`src/rtl/dtsv_pkg.sv`:
```
// ----------------------------------------------------------------------------
// dtsv_pkg
// Shared types, codes and helper functions of the date/time string validator.
// ----------------------------------------------------------------------------
package dtsv_pkg;

  localparam int unsigned FmtW       = 4;
  localparam int unsigned QueueDepth = 2;

  // format register codes
  localparam logic [FmtW-1:0] FMT_MONTH     = 4'd0;
  localparam logic [FmtW-1:0] FMT_DATE      = 4'd1;
  localparam logic [FmtW-1:0] FMT_YEARLESS  = 4'd2;
  localparam logic [FmtW-1:0] FMT_TIME      = 4'd3;
  localparam logic [FmtW-1:0] FMT_LOCAL_DT  = 4'd4;
  localparam logic [FmtW-1:0] FMT_ZONE      = 4'd5;
  localparam logic [FmtW-1:0] FMT_GLOBAL_DT = 4'd6;
  localparam logic [FmtW-1:0] FMT_WEEK      = 4'd7;
  localparam logic [FmtW-1:0] FMT_DATE_OPT  = 4'd8;
  localparam logic [FmtW-1:0] FMT_RESET     = FMT_DATE;

  typedef enum logic [3:0] {
    CC_DIGIT,
    CC_DASH,
    CC_COLON,
    CC_DOT,
    CC_PLUS,
    CC_MINUS,
    CC_ZED,
    CC_SEP,    // 'T' or space between date and time
    CC_WEE,
    CC_OTHER
  } char_class_e;

  typedef struct packed {
    char_class_e cls;
    logic [3:0]  digit;
    logic        last;
  } dtsv_beat_t;

  function automatic logic year_is_leap(input logic [8:0] res);
    return (res == 9'd0) ||
           ((res[1:0] == 2'b00) && (res != 9'd100) && (res != 9'd200) && (res != 9'd300));
  endfunction

  // (res * 10 + d) mod 400 for res < 400: equals 10 * (res mod 40) + d
  function automatic logic [8:0] year_shift_in(input logic [8:0] res, input logic [3:0] d);
    logic [9:0] prod;
    logic [3:0] q40;
    logic [8:0] m40;
    prod = 10'(res[8:3]) * 10'd13;
    q40  = prod[9:6];
    m40  = res - 9'(q40 * 9'd40);
    return 9'(m40[5:0] * 9'd10) + 9'(d);
  endfunction

  function automatic logic [4:0] month_days(input logic [3:0] m, input logic leap);
    logic [4:0] n;
    unique case (m)
      4'd1, 4'd3, 4'd5, 4'd7, 4'd8, 4'd10, 4'd12: n = 5'd31;
      4'd4, 4'd6, 4'd9, 4'd11:                    n = 5'd30;
      4'd2:                                       n = leap ? 5'd29 : 5'd28;
      default:                                    n = 5'd0;
    endcase
    return n;
  endfunction

  // ISO year has 53 weeks when 1 Jan is a Thursday, or a Wednesday in a leap year
  function automatic logic year_has_53_weeks(input logic [8:0] res);
    logic [8:0] prev;
    logic [1:0] q100;
    logic [8:0] sum;
    logic [4:0] f1;
    logic [3:0] f2;
    logic [2:0] dow;
    prev = (res == 9'd0) ? 9'd399 : res - 9'd1;
    if (prev >= 9'd300)      q100 = 2'd3;
    else if (prev >= 9'd200) q100 = 2'd2;
    else if (prev >= 9'd100) q100 = 2'd1;
    else                     q100 = 2'd0;
    sum = prev + 9'(prev[8:2]) - 9'(q100);
    // fold octal digits, 8 = 1 mod 7
    f1  = 5'(sum[8:6]) + 5'(sum[5:3]) + 5'(sum[2:0]);
    f2  = 4'(f1[4:3]) + 4'(f1[2:0]);
    dow = (f2 >= 4'd7) ? 3'(f2 - 4'd7) : f2[2:0];
    return (dow == 3'd3) || ((dow == 3'd2) && year_is_leap(res));
  endfunction

endpackage

```
`src/rtl/dtsv_fifo.sv`:
```
// ----------------------------------------------------------------------------
// dtsv_fifo
// Small register queue with push/full and pop/empty sides. Depth >= 2.
// ----------------------------------------------------------------------------
module dtsv_fifo #(
  parameter int unsigned Width = 1,
  parameter int unsigned Depth = 2
) (
  input  logic             clk_i,
  input  logic             rst_ni,
  input  logic             push_i,
  output logic             full_o,
  input  logic [Width-1:0] data_i,
  input  logic             pop_i,
  output logic             empty_o,
  output logic [Width-1:0] data_o
);

  localparam int unsigned AddrW  = (Depth > 1) ? $clog2(Depth) : 1;
  localparam int unsigned CountW = $clog2(Depth + 1);

  logic [Width-1:0]  mem_q [Depth];
  logic [AddrW-1:0]  wr_ptr_q, wr_ptr_d;
  logic [AddrW-1:0]  rd_ptr_q, rd_ptr_d;
  logic [CountW-1:0] count_q, count_d;
  logic              do_push, do_pop;

  assign full_o  = (count_q == CountW'(Depth));
  assign empty_o = (count_q == '0);
  assign do_push = push_i && !full_o;
  assign do_pop  = pop_i && !empty_o;
  assign data_o  = mem_q[rd_ptr_q];

  always_comb begin
    wr_ptr_d = wr_ptr_q;
    rd_ptr_d = rd_ptr_q;
    count_d  = count_q;
    if (do_push) begin
      wr_ptr_d = (wr_ptr_q == AddrW'(Depth - 1)) ? '0 : wr_ptr_q + AddrW'(1);
    end
    if (do_pop) begin
      rd_ptr_d = (rd_ptr_q == AddrW'(Depth - 1)) ? '0 : rd_ptr_q + AddrW'(1);
    end
    if (do_push && !do_pop) begin
      count_d = count_q + CountW'(1);
    end else if (do_pop && !do_push) begin
      count_d = count_q - CountW'(1);
    end
  end

  always_ff @(posedge clk_i or negedge rst_ni) begin
    if (!rst_ni) begin
      wr_ptr_q <= '0;
      rd_ptr_q <= '0;
      count_q  <= '0;
    end else begin
      wr_ptr_q <= wr_ptr_d;
      rd_ptr_q <= rd_ptr_d;
      count_q  <= count_d;
    end
  end

  always_ff @(posedge clk_i) begin
    if (do_push) begin
      mem_q[wr_ptr_q] <= data_i;
    end
  end

endmodule

```
`src/rtl/dtsv_front.sv`:
```
// ----------------------------------------------------------------------------
// dtsv_front
// Takes input bytes, sorts each into a character class and queues it.
// ----------------------------------------------------------------------------
module dtsv_front #(
  parameter int unsigned Depth = 2
) (
  input  logic                clk_i,
  input  logic                rst_ni,
  input  logic                push_i,
  output logic                full_o,
  input  logic [7:0]          char_byte_i,
  input  logic                last_byte_i,
  output dtsv_pkg::dtsv_beat_t beat_o,
  output logic                beat_valid_o,
  input  logic                beat_pop_i
);

  import dtsv_pkg::*;

  localparam logic [7:0] AsciiZero  = 8'h30;
  localparam logic [7:0] AsciiNine  = 8'h39;
  localparam logic [7:0] AsciiDash  = 8'h2d;
  localparam logic [7:0] AsciiColon = 8'h3a;
  localparam logic [7:0] AsciiDot   = 8'h2e;
  localparam logic [7:0] AsciiPlus  = 8'h2b;
  localparam logic [7:0] AsciiZ     = 8'h5a;
  localparam logic [7:0] AsciiT     = 8'h54;
  localparam logic [7:0] AsciiSpace = 8'h20;
  localparam logic [7:0] AsciiW     = 8'h57;

  dtsv_beat_t beat_in;
  logic       empty;

  always_comb begin
    beat_in.last  = last_byte_i;
    beat_in.digit = 4'd0;
    priority if ((char_byte_i >= AsciiZero) && (char_byte_i <= AsciiNine)) begin
      beat_in.cls   = CC_DIGIT;
      beat_in.digit = 4'(char_byte_i - AsciiZero);
    end else if (char_byte_i == AsciiDash) begin
      beat_in.cls = CC_DASH;
    end else if (char_byte_i == AsciiColon) begin
      beat_in.cls = CC_COLON;
    end else if (char_byte_i == AsciiDot) begin
      beat_in.cls = CC_DOT;
    end else if (char_byte_i == AsciiPlus) begin
      beat_in.cls = CC_PLUS;
    end else if (char_byte_i == AsciiZ) begin
      beat_in.cls = CC_ZED;
    end else if ((char_byte_i == AsciiT) || (char_byte_i == AsciiSpace)) begin
      beat_in.cls = CC_SEP;
    end else if (char_byte_i == AsciiW) begin
      beat_in.cls = CC_WEE;
    end else begin
      beat_in.cls = CC_OTHER;
    end
  end

  dtsv_fifo #(
    .Width($bits(dtsv_beat_t)),
    .Depth(Depth)
  ) u_queue (
    .clk_i  (clk_i),
    .rst_ni (rst_ni),
    .push_i (push_i),
    .full_o (full_o),
    .data_i (beat_in),
    .pop_i  (beat_pop_i),
    .empty_o(empty),
    .data_o (beat_o)
  );

  assign beat_valid_o = !empty;

endmodule

```
`src/rtl/dtsv_back.sv`:
```
// ----------------------------------------------------------------------------
// dtsv_back
// Field parser: walks the selected format one classified beat per cycle, holding a last
// beat while the result queue is full, and produces the verdict at the string's last beat.
// ----------------------------------------------------------------------------
module dtsv_back (
  input  logic                        clk_i,
  input  logic                        rst_ni,
  input  logic                        format_select_we_i,
  input  logic [dtsv_pkg::FmtW-1:0]   format_select_i,
  input  dtsv_pkg::dtsv_beat_t         beat_i,
  input  logic                        beat_valid_i,
  output logic                        beat_pop_o,
  input  logic                        res_full_i,
  output logic                        res_push_o,
  output logic                        res_valid_o
);

  import dtsv_pkg::*;

  localparam logic [4:0] PH_START    = 5'd0;
  localparam logic [4:0] PH_YEAR     = 5'd1;
  localparam logic [4:0] PH_MON1     = 5'd2;
  localparam logic [4:0] PH_MON2     = 5'd3;
  localparam logic [4:0] PH_END      = 5'd4;
  localparam logic [4:0] PH_DASH_DAY = 5'd5;
  localparam logic [4:0] PH_DAY1     = 5'd6;
  localparam logic [4:0] PH_DAY2     = 5'd7;
  localparam logic [4:0] PH_DATE_END = 5'd8;
  localparam logic [4:0] PH_HOUR1    = 5'd9;
  localparam logic [4:0] PH_HOUR2    = 5'd10;
  localparam logic [4:0] PH_HCOLON   = 5'd11;
  localparam logic [4:0] PH_MIN1     = 5'd12;
  localparam logic [4:0] PH_MIN2     = 5'd13;
  localparam logic [4:0] PH_TIME_HM  = 5'd14;
  localparam logic [4:0] PH_SEC1     = 5'd15;
  localparam logic [4:0] PH_SEC2     = 5'd16;
  localparam logic [4:0] PH_TIME_S   = 5'd17;
  localparam logic [4:0] PH_FRAC     = 5'd18;
  localparam logic [4:0] PH_TZ       = 5'd19;
  localparam logic [4:0] PH_TZH1     = 5'd20;
  localparam logic [4:0] PH_TZH2     = 5'd21;
  localparam logic [4:0] PH_TZ_SEP   = 5'd22;
  localparam logic [4:0] PH_TZM1     = 5'd23;
  localparam logic [4:0] PH_TZM2     = 5'd24;
  localparam logic [4:0] PH_WEEK_W   = 5'd25;
  localparam logic [4:0] PH_WK1      = 5'd26;
  localparam logic [4:0] PH_WK2      = 5'd27;
  localparam logic [4:0] PH_YL_LEAD  = 5'd28;
  localparam logic [4:0] PH_YL_DASH  = 5'd29;

  logic [FmtW-1:0] fmt_q, fmt_d;
  logic [4:0]      phase_q, phase_d;
  logic [8:0]      year_res_q, year_res_d;
  logic [2:0]      year_cnt_q, year_cnt_d;
  logic            year_nz_q, year_nz_d;
  logic [3:0]      month_q, month_d;
  logic [3:0]      first_q, first_d;
  logic [1:0]      frac_q, frac_d;
  logic            zone_neg_q, zone_neg_d;
  logic            zone_h0_q, zone_h0_d;
  logic            fail_q, fail_d;
  logic            leap_q, leap_d;
  logic            wk53_q, wk53_d;

  // values after this beat, before end-of-string clearing
  logic [4:0] eff_phase, phase_n;
  logic [8:0] year_res_n;
  logic [2:0] year_cnt_n;
  logic       year_nz_n, zone_neg_n, zone_h0_n, leap_n, wk53_n, ok;
  logic [3:0] month_n, first_n;
  logic [1:0] frac_n;
  logic       fail_n, fire, accept;
  logic       dig, zoned, timed;
  logic [3:0] d;
  logic [6:0] v;

  assign dig   = (beat_i.cls == CC_DIGIT);
  assign d     = beat_i.digit;
  assign v     = 7'({3'd0, first_q} * 7'd10) + 7'(d);
  assign zoned = (fmt_q == FMT_GLOBAL_DT) || (fmt_q == FMT_DATE_OPT);
  assign timed = (fmt_q == FMT_TIME) || (fmt_q == FMT_LOCAL_DT);
  assign fire  = beat_valid_i && (!beat_i.last || !res_full_i);

  always_comb begin
    if (phase_q != PH_START) begin
      eff_phase = phase_q;
    end else if ((fmt_q == FMT_MONTH) || (fmt_q == FMT_DATE) || (fmt_q == FMT_LOCAL_DT) ||
                 (fmt_q == FMT_GLOBAL_DT) || (fmt_q == FMT_WEEK) ||
                 (fmt_q == FMT_DATE_OPT)) begin
      eff_phase = PH_YEAR;
    end else if (fmt_q == FMT_YEARLESS) begin
      eff_phase = PH_YL_LEAD;
    end else if (fmt_q == FMT_TIME) begin
      eff_phase = PH_HOUR1;
    end else if (fmt_q == FMT_ZONE) begin
      eff_phase = PH_TZ;
    end else begin
      eff_phase = PH_START;  // unknown format: fails in the default arm
    end
  end

  always_comb begin
    phase_n    = phase_q;
    year_res_n = year_res_q;
    year_cnt_n = year_cnt_q;
    year_nz_n  = year_nz_q;
    month_n    = month_q;
    first_n    = first_q;
    frac_n     = frac_q;
    zone_neg_n = zone_neg_q;
    zone_h0_n  = zone_h0_q;
    leap_n     = leap_q;
    wk53_n     = wk53_q;
    ok         = 1'b1;
    if (!fail_q) begin
      phase_n = eff_phase;
      ok      = 1'b0;
      unique case (eff_phase)
        PH_YEAR: begin
          if (dig) begin
            year_res_n = year_shift_in(year_res_q, d);
            if (year_cnt_q != 3'd4) year_cnt_n = year_cnt_q + 3'd1;
            if (d != 4'd0) year_nz_n = 1'b1;
            ok = 1'b1;
          end else if ((beat_i.cls == CC_DASH) && (year_cnt_q == 3'd4) && year_nz_q) begin
            phase_n = (fmt_q == FMT_WEEK) ? PH_WEEK_W : PH_MON1;
            leap_n  = year_is_leap(year_res_q);
            wk53_n  = year_has_53_weeks(year_res_q);
            ok      = 1'b1;
          end
        end
        PH_YL_LEAD: begin
          if (beat_i.cls == CC_DASH) begin
            phase_n = PH_YL_DASH;
            ok      = 1'b1;
          end else if (dig) begin
            first_n = d;
            phase_n = PH_MON2;
            ok      = 1'b1;
          end
        end
        PH_YL_DASH: begin
          if (beat_i.cls == CC_DASH) begin
            phase_n = PH_MON1;
            ok      = 1'b1;
          end
        end
        PH_MON1, PH_DAY1, PH_HOUR1, PH_MIN1, PH_SEC1, PH_TZH1, PH_TZM1, PH_WK1: begin
          if (dig) begin
            first_n = d;
            phase_n = eff_phase + 5'd1;
            ok      = 1'b1;
          end
        end
        PH_MON2: begin
          if (dig && (v != 7'd0) && (v <= 7'd12)) begin
            month_n = v[3:0];
            phase_n = (fmt_q == FMT_MONTH) ? PH_END : PH_DASH_DAY;
            ok      = 1'b1;
          end
        end
        PH_DASH_DAY: begin
          if (beat_i.cls == CC_DASH) begin
            phase_n = PH_DAY1;
            ok      = 1'b1;
          end
        end
        PH_DAY2: begin
          if (dig && (v != 7'd0) &&
              (v <= 7'(month_days(month_q, (fmt_q == FMT_YEARLESS) || leap_q)))) begin
            phase_n = PH_DATE_END;
            ok      = 1'b1;
          end
        end
        PH_DATE_END: begin
          if (((fmt_q == FMT_LOCAL_DT) || zoned) && (beat_i.cls == CC_SEP)) begin
            phase_n = PH_HOUR1;
            ok      = 1'b1;
          end
        end
        PH_HOUR2: begin
          if (dig && (v <= 7'd23)) begin
            phase_n = PH_HCOLON;
            ok      = 1'b1;
          end
        end
        PH_HCOLON: begin
          if (beat_i.cls == CC_COLON) begin
            phase_n = PH_MIN1;
            ok      = 1'b1;
          end
        end
        PH_MIN2, PH_SEC2: begin
          if (dig && (v <= 7'd59)) begin
            phase_n = (eff_phase == PH_MIN2) ? PH_TIME_HM : PH_TIME_S;
            ok      = 1'b1;
          end
        end
        PH_TIME_HM, PH_TIME_S, PH_FRAC, PH_TZ: begin
          if ((eff_phase == PH_TIME_HM) && (beat_i.cls == CC_COLON)) begin
            phase_n = PH_SEC1;
            ok      = 1'b1;
          end else if ((eff_phase == PH_TIME_S) && (beat_i.cls == CC_DOT)) begin
            frac_n  = 2'd0;
            phase_n = PH_FRAC;
            ok      = 1'b1;
          end else if ((eff_phase == PH_FRAC) && dig) begin
            if (frac_q != 2'd3) begin
              frac_n = frac_q + 2'd1;
              ok     = 1'b1;
            end
          end else if ((eff_phase == PH_TZ) ||
                       (zoned && ((eff_phase != PH_FRAC) || (frac_q != 2'd0)))) begin
            // zone start: Z or a sign; the minus sign comes in classed as a dash
            if (beat_i.cls == CC_ZED) begin
              phase_n = PH_END;
              ok      = 1'b1;
            end else if ((beat_i.cls == CC_PLUS) || (beat_i.cls == CC_DASH)) begin
              zone_neg_n = (beat_i.cls == CC_DASH);
              phase_n    = PH_TZH1;
              ok         = 1'b1;
            end
          end
        end
        PH_TZH2: begin
          if (dig && (v <= 7'd23)) begin
            zone_h0_n = (v == 7'd0);
            phase_n   = PH_TZ_SEP;
            ok        = 1'b1;
          end
        end
        PH_TZ_SEP: begin
          if (beat_i.cls == CC_COLON) begin
            phase_n = PH_TZM1;
            ok      = 1'b1;
          end else if (dig) begin
            first_n = d;
            phase_n = PH_TZM2;
            ok      = 1'b1;
          end
        end
        PH_TZM2: begin
          // -00:00 is not a valid offset
          if (dig && (v <= 7'd59) && !(zone_neg_q && zone_h0_q && (v == 7'd0))) begin
            phase_n = PH_END;
            ok      = 1'b1;
          end
        end
        PH_WEEK_W: begin
          if (beat_i.cls == CC_WEE) begin
            phase_n = PH_WK1;
            ok      = 1'b1;
          end
        end
        PH_WK2: begin
          if (dig && (v != 7'd0) && (v <= (wk53_q ? 7'd53 : 7'd52))) begin
            phase_n = PH_END;
            ok      = 1'b1;
          end
        end
        default: begin
          ok = 1'b0;
        end
      endcase
    end
  end

  assign fail_n = fail_q || !ok;

  always_comb begin
    accept = 1'b0;
    if (!fail_n && (fmt_q <= FMT_DATE_OPT)) begin
      unique case (phase_n)
        PH_END:                accept = 1'b1;
        PH_DATE_END:           accept = (fmt_q == FMT_DATE) || (fmt_q == FMT_YEARLESS) ||
                                        (fmt_q == FMT_DATE_OPT);
        PH_TIME_HM, PH_TIME_S: accept = timed;
        PH_FRAC:               accept = timed && (frac_n != 2'd0);
        default:               accept = 1'b0;
      endcase
    end
  end

  assign beat_pop_o  = fire;
  assign res_push_o  = fire && beat_i.last;
  assign res_valid_o = accept;

  always_comb begin
    fmt_d      = format_select_we_i ? format_select_i : fmt_q;
    phase_d    = phase_q;
    year_res_d = year_res_q;
    year_cnt_d = year_cnt_q;
    year_nz_d  = year_nz_q;
    month_d    = month_q;
    first_d    = first_q;
    frac_d     = frac_q;
    zone_neg_d = zone_neg_q;
    zone_h0_d  = zone_h0_q;
    fail_d     = fail_q;
    leap_d     = leap_q;
    wk53_d     = wk53_q;
    if (fire && beat_i.last) begin
      phase_d    = PH_START;
      year_res_d = '0;
      year_cnt_d = '0;
      year_nz_d  = 1'b0;
      month_d    = '0;
      first_d    = '0;
      frac_d     = '0;
      zone_neg_d = 1'b0;
      zone_h0_d  = 1'b0;
      fail_d     = 1'b0;
      // year residue zero: leap, 52 weeks
      leap_d     = 1'b1;
      wk53_d     = 1'b0;
    end else if (fire) begin
      phase_d    = phase_n;
      year_res_d = year_res_n;
      year_cnt_d = year_cnt_n;
      year_nz_d  = year_nz_n;
      month_d    = month_n;
      first_d    = first_n;
      frac_d     = frac_n;
      zone_neg_d = zone_neg_n;
      zone_h0_d  = zone_h0_n;
      fail_d     = fail_n;
      leap_d     = leap_n;
      wk53_d     = wk53_n;
    end
  end

  always_ff @(posedge clk_i or negedge rst_ni) begin
    if (!rst_ni) begin
      fmt_q      <= FMT_RESET;
      phase_q    <= PH_START;
      year_res_q <= '0;
      year_cnt_q <= '0;
      year_nz_q  <= 1'b0;
      month_q    <= '0;
      first_q    <= '0;
      frac_q     <= '0;
      zone_neg_q <= 1'b0;
      zone_h0_q  <= 1'b0;
      fail_q     <= 1'b0;
      leap_q     <= 1'b1;
      wk53_q     <= 1'b0;
    end else begin
      fmt_q      <= fmt_d;
      phase_q    <= phase_d;
      year_res_q <= year_res_d;
      year_cnt_q <= year_cnt_d;
      year_nz_q  <= year_nz_d;
      month_q    <= month_d;
      first_q    <= first_d;
      frac_q     <= frac_d;
      zone_neg_q <= zone_neg_d;
      zone_h0_q  <= zone_h0_d;
      fail_q     <= fail_d;
      leap_q     <= leap_d;
      wk53_q     <= wk53_d;
    end
  end

`ifndef SYNTH
  a_clear_after_last: assert property (@(posedge clk_i) disable iff (!rst_ni)
    fire && beat_i.last |=> (phase_q == PH_START) && !fail_q && (year_cnt_q == 3'd0))
    else $error("parser not cleared after last beat");

  a_year_cnt_sat: assert property (@(posedge clk_i) disable iff (!rst_ni)
    year_cnt_q <= 3'd4)
    else $error("year digit count past saturation");

  a_month_range: assert property (@(posedge clk_i) disable iff (!rst_ni)
    (phase_q == PH_DASH_DAY) || (phase_q == PH_DAY1) || (phase_q == PH_DAY2)
    |-> (month_q >= 4'd1) && (month_q <= 4'd12))
    else $error("day phase with month out of range");

  a_fail_holds_phase: assert property (@(posedge clk_i) disable iff (!rst_ni)
    fail_q && !(fire && beat_i.last) |=> $stable(phase_q) && fail_q)
    else $error("phase moved after failure");

  a_no_result_overrun: assert property (@(posedge clk_i) disable iff (!rst_ni)
    res_push_o |-> !res_full_i)
    else $error("verdict pushed into full result queue");
`endif

endmodule

```
`src/rtl/date_time_string_validator_top.sv`:
```
// ----------------------------------------------------------------------------
// date_time_string_validator_top
// Checks a byte stream against one of nine date/time string formats.
// ----------------------------------------------------------------------------
// Usage:
//   Input queue side: drive char_byte_i/last_byte_i with push; a beat is taken
//   when push is high and full is low. last_byte_i marks a string's end.
//   Result queue side: while empty is low, string_valid_o holds the verdict of
//   the oldest finished string; pop takes it. One verdict per string, none
//   for other bytes.
//   format_select_we_i/format_select_i load the format code (reset: date).
//   Codes 9 to 15 reject every string.
// Timing:
//   One byte per cycle sustained while the result queue has room. A verdict
//   reaches the result ports through the input queue and the result queue: the
//   last byte is registered in the input queue, then the parser's field update,
//   which sets the rate, writes the verdict into the result queue.
//   When pop is held low, verdicts collect in the result queue; once it is
//   full the parser holds the next last byte, the input queue fills and full
//   rises. Non-final bytes ahead of it keep flowing meanwhile.
// Reset clears both queues and the parser and selects the date format.
// ----------------------------------------------------------------------------
module date_time_string_validator_top #(
  parameter int unsigned QueueDepth = dtsv_pkg::QueueDepth
) (
  input  logic                      clk_i,
  input  logic                      rst_ni,
  input  logic                      push,
  output logic                      full,
  input  logic [7:0]                char_byte_i,
  input  logic                      last_byte_i,
  output logic                      empty,
  input  logic                      pop,
  output logic                      string_valid_o,
  input  logic                      format_select_we_i,
  input  logic [dtsv_pkg::FmtW-1:0] format_select_i
);

  import dtsv_pkg::*;

  dtsv_beat_t beat;
  logic       beat_valid, beat_pop;
  logic       res_full, res_push, res_valid;

  dtsv_front #(
    .Depth(QueueDepth)
  ) u_front (
    .clk_i       (clk_i),
    .rst_ni      (rst_ni),
    .push_i      (push),
    .full_o      (full),
    .char_byte_i (char_byte_i),
    .last_byte_i (last_byte_i),
    .beat_o      (beat),
    .beat_valid_o(beat_valid),
    .beat_pop_i  (beat_pop)
  );

  dtsv_back u_back (
    .clk_i             (clk_i),
    .rst_ni            (rst_ni),
    .format_select_we_i(format_select_we_i),
    .format_select_i   (format_select_i),
    .beat_i            (beat),
    .beat_valid_i      (beat_valid),
    .beat_pop_o        (beat_pop),
    .res_full_i        (res_full),
    .res_push_o        (res_push),
    .res_valid_o       (res_valid)
  );

  dtsv_fifo #(
    .Width(1),
    .Depth(QueueDepth)
  ) u_result_queue (
    .clk_i  (clk_i),
    .rst_ni (rst_ni),
    .push_i (res_push),
    .full_o (res_full),
    .data_i (res_valid),
    .pop_i  (pop),
    .empty_o(empty),
    .data_o (string_valid_o)
  );

endmodule

```
`config.mk`:
```
export PLATFORM = sky130hd
export DESIGN_NAME = date_time_string_validator_top
export DESIGN_NICKNAME = d
export VERILOG_FILES = /design/src/rtl/dtsv_pkg.sv /design/src/rtl/dtsv_fifo.sv /design/src/rtl/dtsv_front.sv /design/src/rtl/dtsv_back.sv /design/src/rtl/date_time_string_validator_top.sv
export SDC_FILE = /design/constraint.sdc
export NUM_CORES = 1
export LEC_CHECK = 0
export ABC_AREA = 1
export BUFFER_PORTS_ARGS = -buffer_cell sky130_fd_sc_hd__buf_2
export CORE_MARGIN = 4
export CORE_UTILIZATION = 35
export CTS_CLUSTER_SIZE = 25
export DETAILED_ROUTE_END_ITERATION = 10
export PLACE_DENSITY_LB_ADDON = 0.2
export SETUP_SLACK_MARGIN = 0.02
export SYNTH_ARGS = -nofsm -noshare
export SYNTH_HDL_FRONTEND = slang
export SYNTH_SLANG_ARGS = --single-unit
export TNS_END_PERCENT = 20
```
`constraint.sdc`:
```
create_clock -name clk_i -period 8 [get_ports clk_i]
set_input_delay 1.6 -clock clk_i [delete_from_list [all_inputs] [get_ports clk_i]]
set_output_delay 1.6 -clock clk_i [all_outputs]
set_load 0.02 [all_outputs]
```
==> impl_metrics.py <==
metrics = {
    "drt": {
        "via_per_inst": 4.86,
        "dr.pass1.iters": 5,
        "drc": 0,
        "avgRoutedWirePerCell_um": 13.8,
        "drt-initial-drc-count": 358,
        "drtAntennaViolNets": 0,
        "num_vias": 6668,
        "drt-total-wl_mm": 19.0,
    },
    "worst_hold_path": {
        "hold_class": "reg -> reg",
        "min_path_cells": 1,
    },
    "floorplan": {
        "die_w_um": 154,
        "die_y_um": 154,
        "fp.dieArea_mm2": 0.0236,
        "initial_utilization_pct": 35.5,
        "core_mm2": 0.0210,
        "rows": 53,
        "io_pins": 21,
    },
    "yosys": {
        "synthTopCellsByArea": "dfrtp_1, ha_1, nand2_1",
        "ys_seq_area_share_pct": 23.3,
        "ys_ff_latch": 65,
        "synth-edff-count": 20,
        "yosysMostFrequentCell": "nand2_1",
        "synth_warnings": 0,
        "synthTopCellsByCount": "nand2_1, inv_1, nor2_1",
        "ys_types": 51,
        "netlist_area_mm2": 0.00744,
        "yosysTopAreaCell": "dfrtp_1",
        "netlist_instances": 1071,
        "ys.flop_type": "dfrtp_1",
        "synth.avg_cell_area_um2": 6.94,
        "post-synth-top-area-fraction_pct": 14.5,
        "async_reset_ff_share_pct": 69.2,
        "synth_nets": 1179,
    },
    "setup_path": {
        "path_depth": 39,
        "reg2reg_to": "u_back.wk53_q$_DFFE_PN0P_",
        "path_delay_family": "adder cells",
        "arrival_ps": 7450,
        "path_buf_inv": 8,
        "crit_path_max_fanout": 7,
        "crit_path_start": "u_back.year_res_q[4]$_DFFE_PN0P_",
        "cpPeakStageDelay_ps": 530,
        "worst_ep_required_time_ps": 8230,
        "rrSetupSlack_ps": 790,
        "r2r_cells": 39,
        "startpoint_type": "flop",
        "path_class": "reg -> reg",
        "cp-endpoint": "u_back.wk53_q$_DFFE_PN0P_",
        "path_common_cell": "inv_1",
        "crit_slowest_cell": "fa_1",
        "r2r_start": "u_back.year_res_q[4]$_DFFE_PN0P_",
        "crit_path_end_kind": "flop",
    },
    "sta": {
        "maxSlewViolCount": 0,
        "relSlewSlack_pct": 44.4,
        "hold_viol_final": 0,
        "finalCritPeriodShare_pct": 90.2,
        "period_minus_slack_ps": 7210,
        "worst_pin_slew_ps": 830,
        "finClkSkew_ps": 6.52,
        "tns_ps": 0,
        "rsz0062_at_grt": "no",
        "fmax_mhz": 139,
        "setup_violations": 0,
    },
    "finish": {
        "diodes": 0,
        "fillers": 2261,
        "area_growth_pct": 9.10,
        "nets": 1200,
        "drive_above_1_share_pct": 11.9,
    },
    "status": {
        "status": "finished clean",
    },
    "placement": {
        "dpl.hpwl_mm": 15.3,
        "gp_congestion": 0.951,
        "io_buffers": 20,
    },
    "global_route": {
        "grt_pass1_wl_mm": 31.8,
        "grt_use_met2_pct": 26.6,
        "antenna_found_initial": 0,
        "grt_max_degree": 46,
        "first_global_vias": 6434,
        "busiest_layer": "met2",
        "use_met1_pct": 22.6,
        "grt_use_total_pct": 16.3,
        "grt_overflow_total": 0,
        "use_met3_pct": 2.00,
    },
    "clocking": {
        "insertion_delay_ps": 340,
        "root_buffer": "clkbuf_16",
        "cts_tree": "built",
        "htreeDepth": 3,
        "cts_buffers": 9,
        "cts.sinks": 65,
        "path_clk_slew_ps": 60,
        "clock_path_buffers": 2,
    },
    "flow_run": {
        "cap_violations": 0,
    },
}
## kinds of logic (layout without fill, tap and decap cells)
kind of cell / Yosys count / after routing / synth area share, %
simple gates: 546 / 546 / 34.4
buf+inv: 184 / 210 / 10.0
compound gates: 148 / 148 / 11.5
fa+ha+maj: 90 / 90 / 16.4
flops: 65 / 65 / 23.3
xor+xnor: 38 / 38 / 4.48
## placed cells by master, fill, tap and decap left out, types with 3 or more instances in the layout
cell type,instances
a21o_1,3
a21oi_1,45
a21oi_2,3
a31oi_1,4
buf_2,20
clkbuf_16,9
dfrtp_1,43
edfxtp_1,20
fa_1,12
ha_1,78
inv_1,156
inv_2,14
nand2_1,241
nand2_2,13
nand2_4,9
nand3_1,76
nand3_2,13
nand3b_1,4
nand4_1,12
nor2_1,129
nor2_2,12
nor2_4,13
nor3_1,9
nor4_1,3
o211ai_1,5
o21ai_0,52
o21ai_1,5
o21ai_2,3
o22ai_1,12
o31ai_1,5
o41ai_1,3
or2_2,7
xnor2_1,15
xor2_1,23
## metal layers
| metal | wire length (um) | vias up | part of all wire [%] |
|---|---|---|---|
| met3 | 848 | 22 | 4.5 |
| li1 | - | 3510 | - |
| met2 | 8680 | 145 | 46 |
| met1 | 9120 | 2991 | 48 |
| met4 | 314 | 0 | 1.7 |
| met5 | 0 | - | 0 |
## area by class of cell
class                           instances  area (um^2)  share of cell area (%)
Clock buffer                            9          225                    2.78
Clock inverter                          7         78.8                   0.971
Inverter                              172          648                    7.99
Multi-Input combinational cell        822         4970                    61.3
Sequential cell                        65         1730                    21.3
Tap cell                              275          344                    4.24
Timing Repair Buffer                   22          115                    1.42
## registers in the layout, indices dropped and copies added, names as in the netlist, 2 cells and up
| signal | cells |
|---|---|
| u_front.u_queue.mem_q | 18 |
| u_back.year_res_q | 9 |
| u_back.phase_q | 5 |
| u_back.first_q | 4 |
| u_back.fmt_q | 4 |
| u_back.month_q | 4 |
| u_back.year_cnt_q | 3 |
| u_back.frac_q | 2 |
| u_front.u_queue.count_q | 2 |
| u_result_queue.count_q | 2 |
| u_result_queue.mem_q | 2 |
## through the flow
stage | utilization [%] | cell area (um^2) | worst slack [ps] | instances | hold slack [ps]
after global routing | 38.7 | 8110 | 40.9 | 1372 | 494
after CTS | 38.7 | 8100 | 454 | 1372 | 460
after detailed placement | 37.2 | 7800 | 527 | 1356 | 452
final | 38.7 | 8110 | 787 | 1372 | 457
after floorplan | - | 7440 | 1140 | 1071 | 434
after global placement | 37.2 | 7800 | 627 | 1356 | 458
## worst min path at each step
stage,start,endpoint,slack (ps)
2_1_floorplan,u_back.year_cnt_q[2]$_DFFE_PN0P_,u_back.year_cnt_q[2]$_DFFE_PN0P_,430
3_3_place_gp,u_back.year_cnt_q[2]$_DFFE_PN0P_,u_back.year_cnt_q[2]$_DFFE_PN0P_,460
3_5_place_dp,u_back.year_cnt_q[2]$_DFFE_PN0P_,u_back.year_cnt_q[2]$_DFFE_PN0P_,450
4_1_cts,u_back.year_cnt_q[2]$_DFFE_PN0P_,u_back.year_cnt_q[2]$_DFFE_PN0P_,460
5_1_grt,u_back.year_cnt_q[2]$_DFFE_PN0P_,u_back.year_cnt_q[2]$_DFFE_PN0P_,490
6_report,u_back.year_cnt_q[2]$_DFFE_PN0P_,u_back.year_cnt_q[2]$_DFFE_PN0P_,460
## timing repair
action / in CTS / in global routing
gates resized for setup: 0 / 4
hold endpoints to repair: 0 / 0
setup buffers: 0 / 0
setup endpoints to repair: 0 / 1
hold buffers: 0 / 0
Power is not shown: default switching activity piles up to over one toggle a cycle in this logic, so the estimate is an artifact.
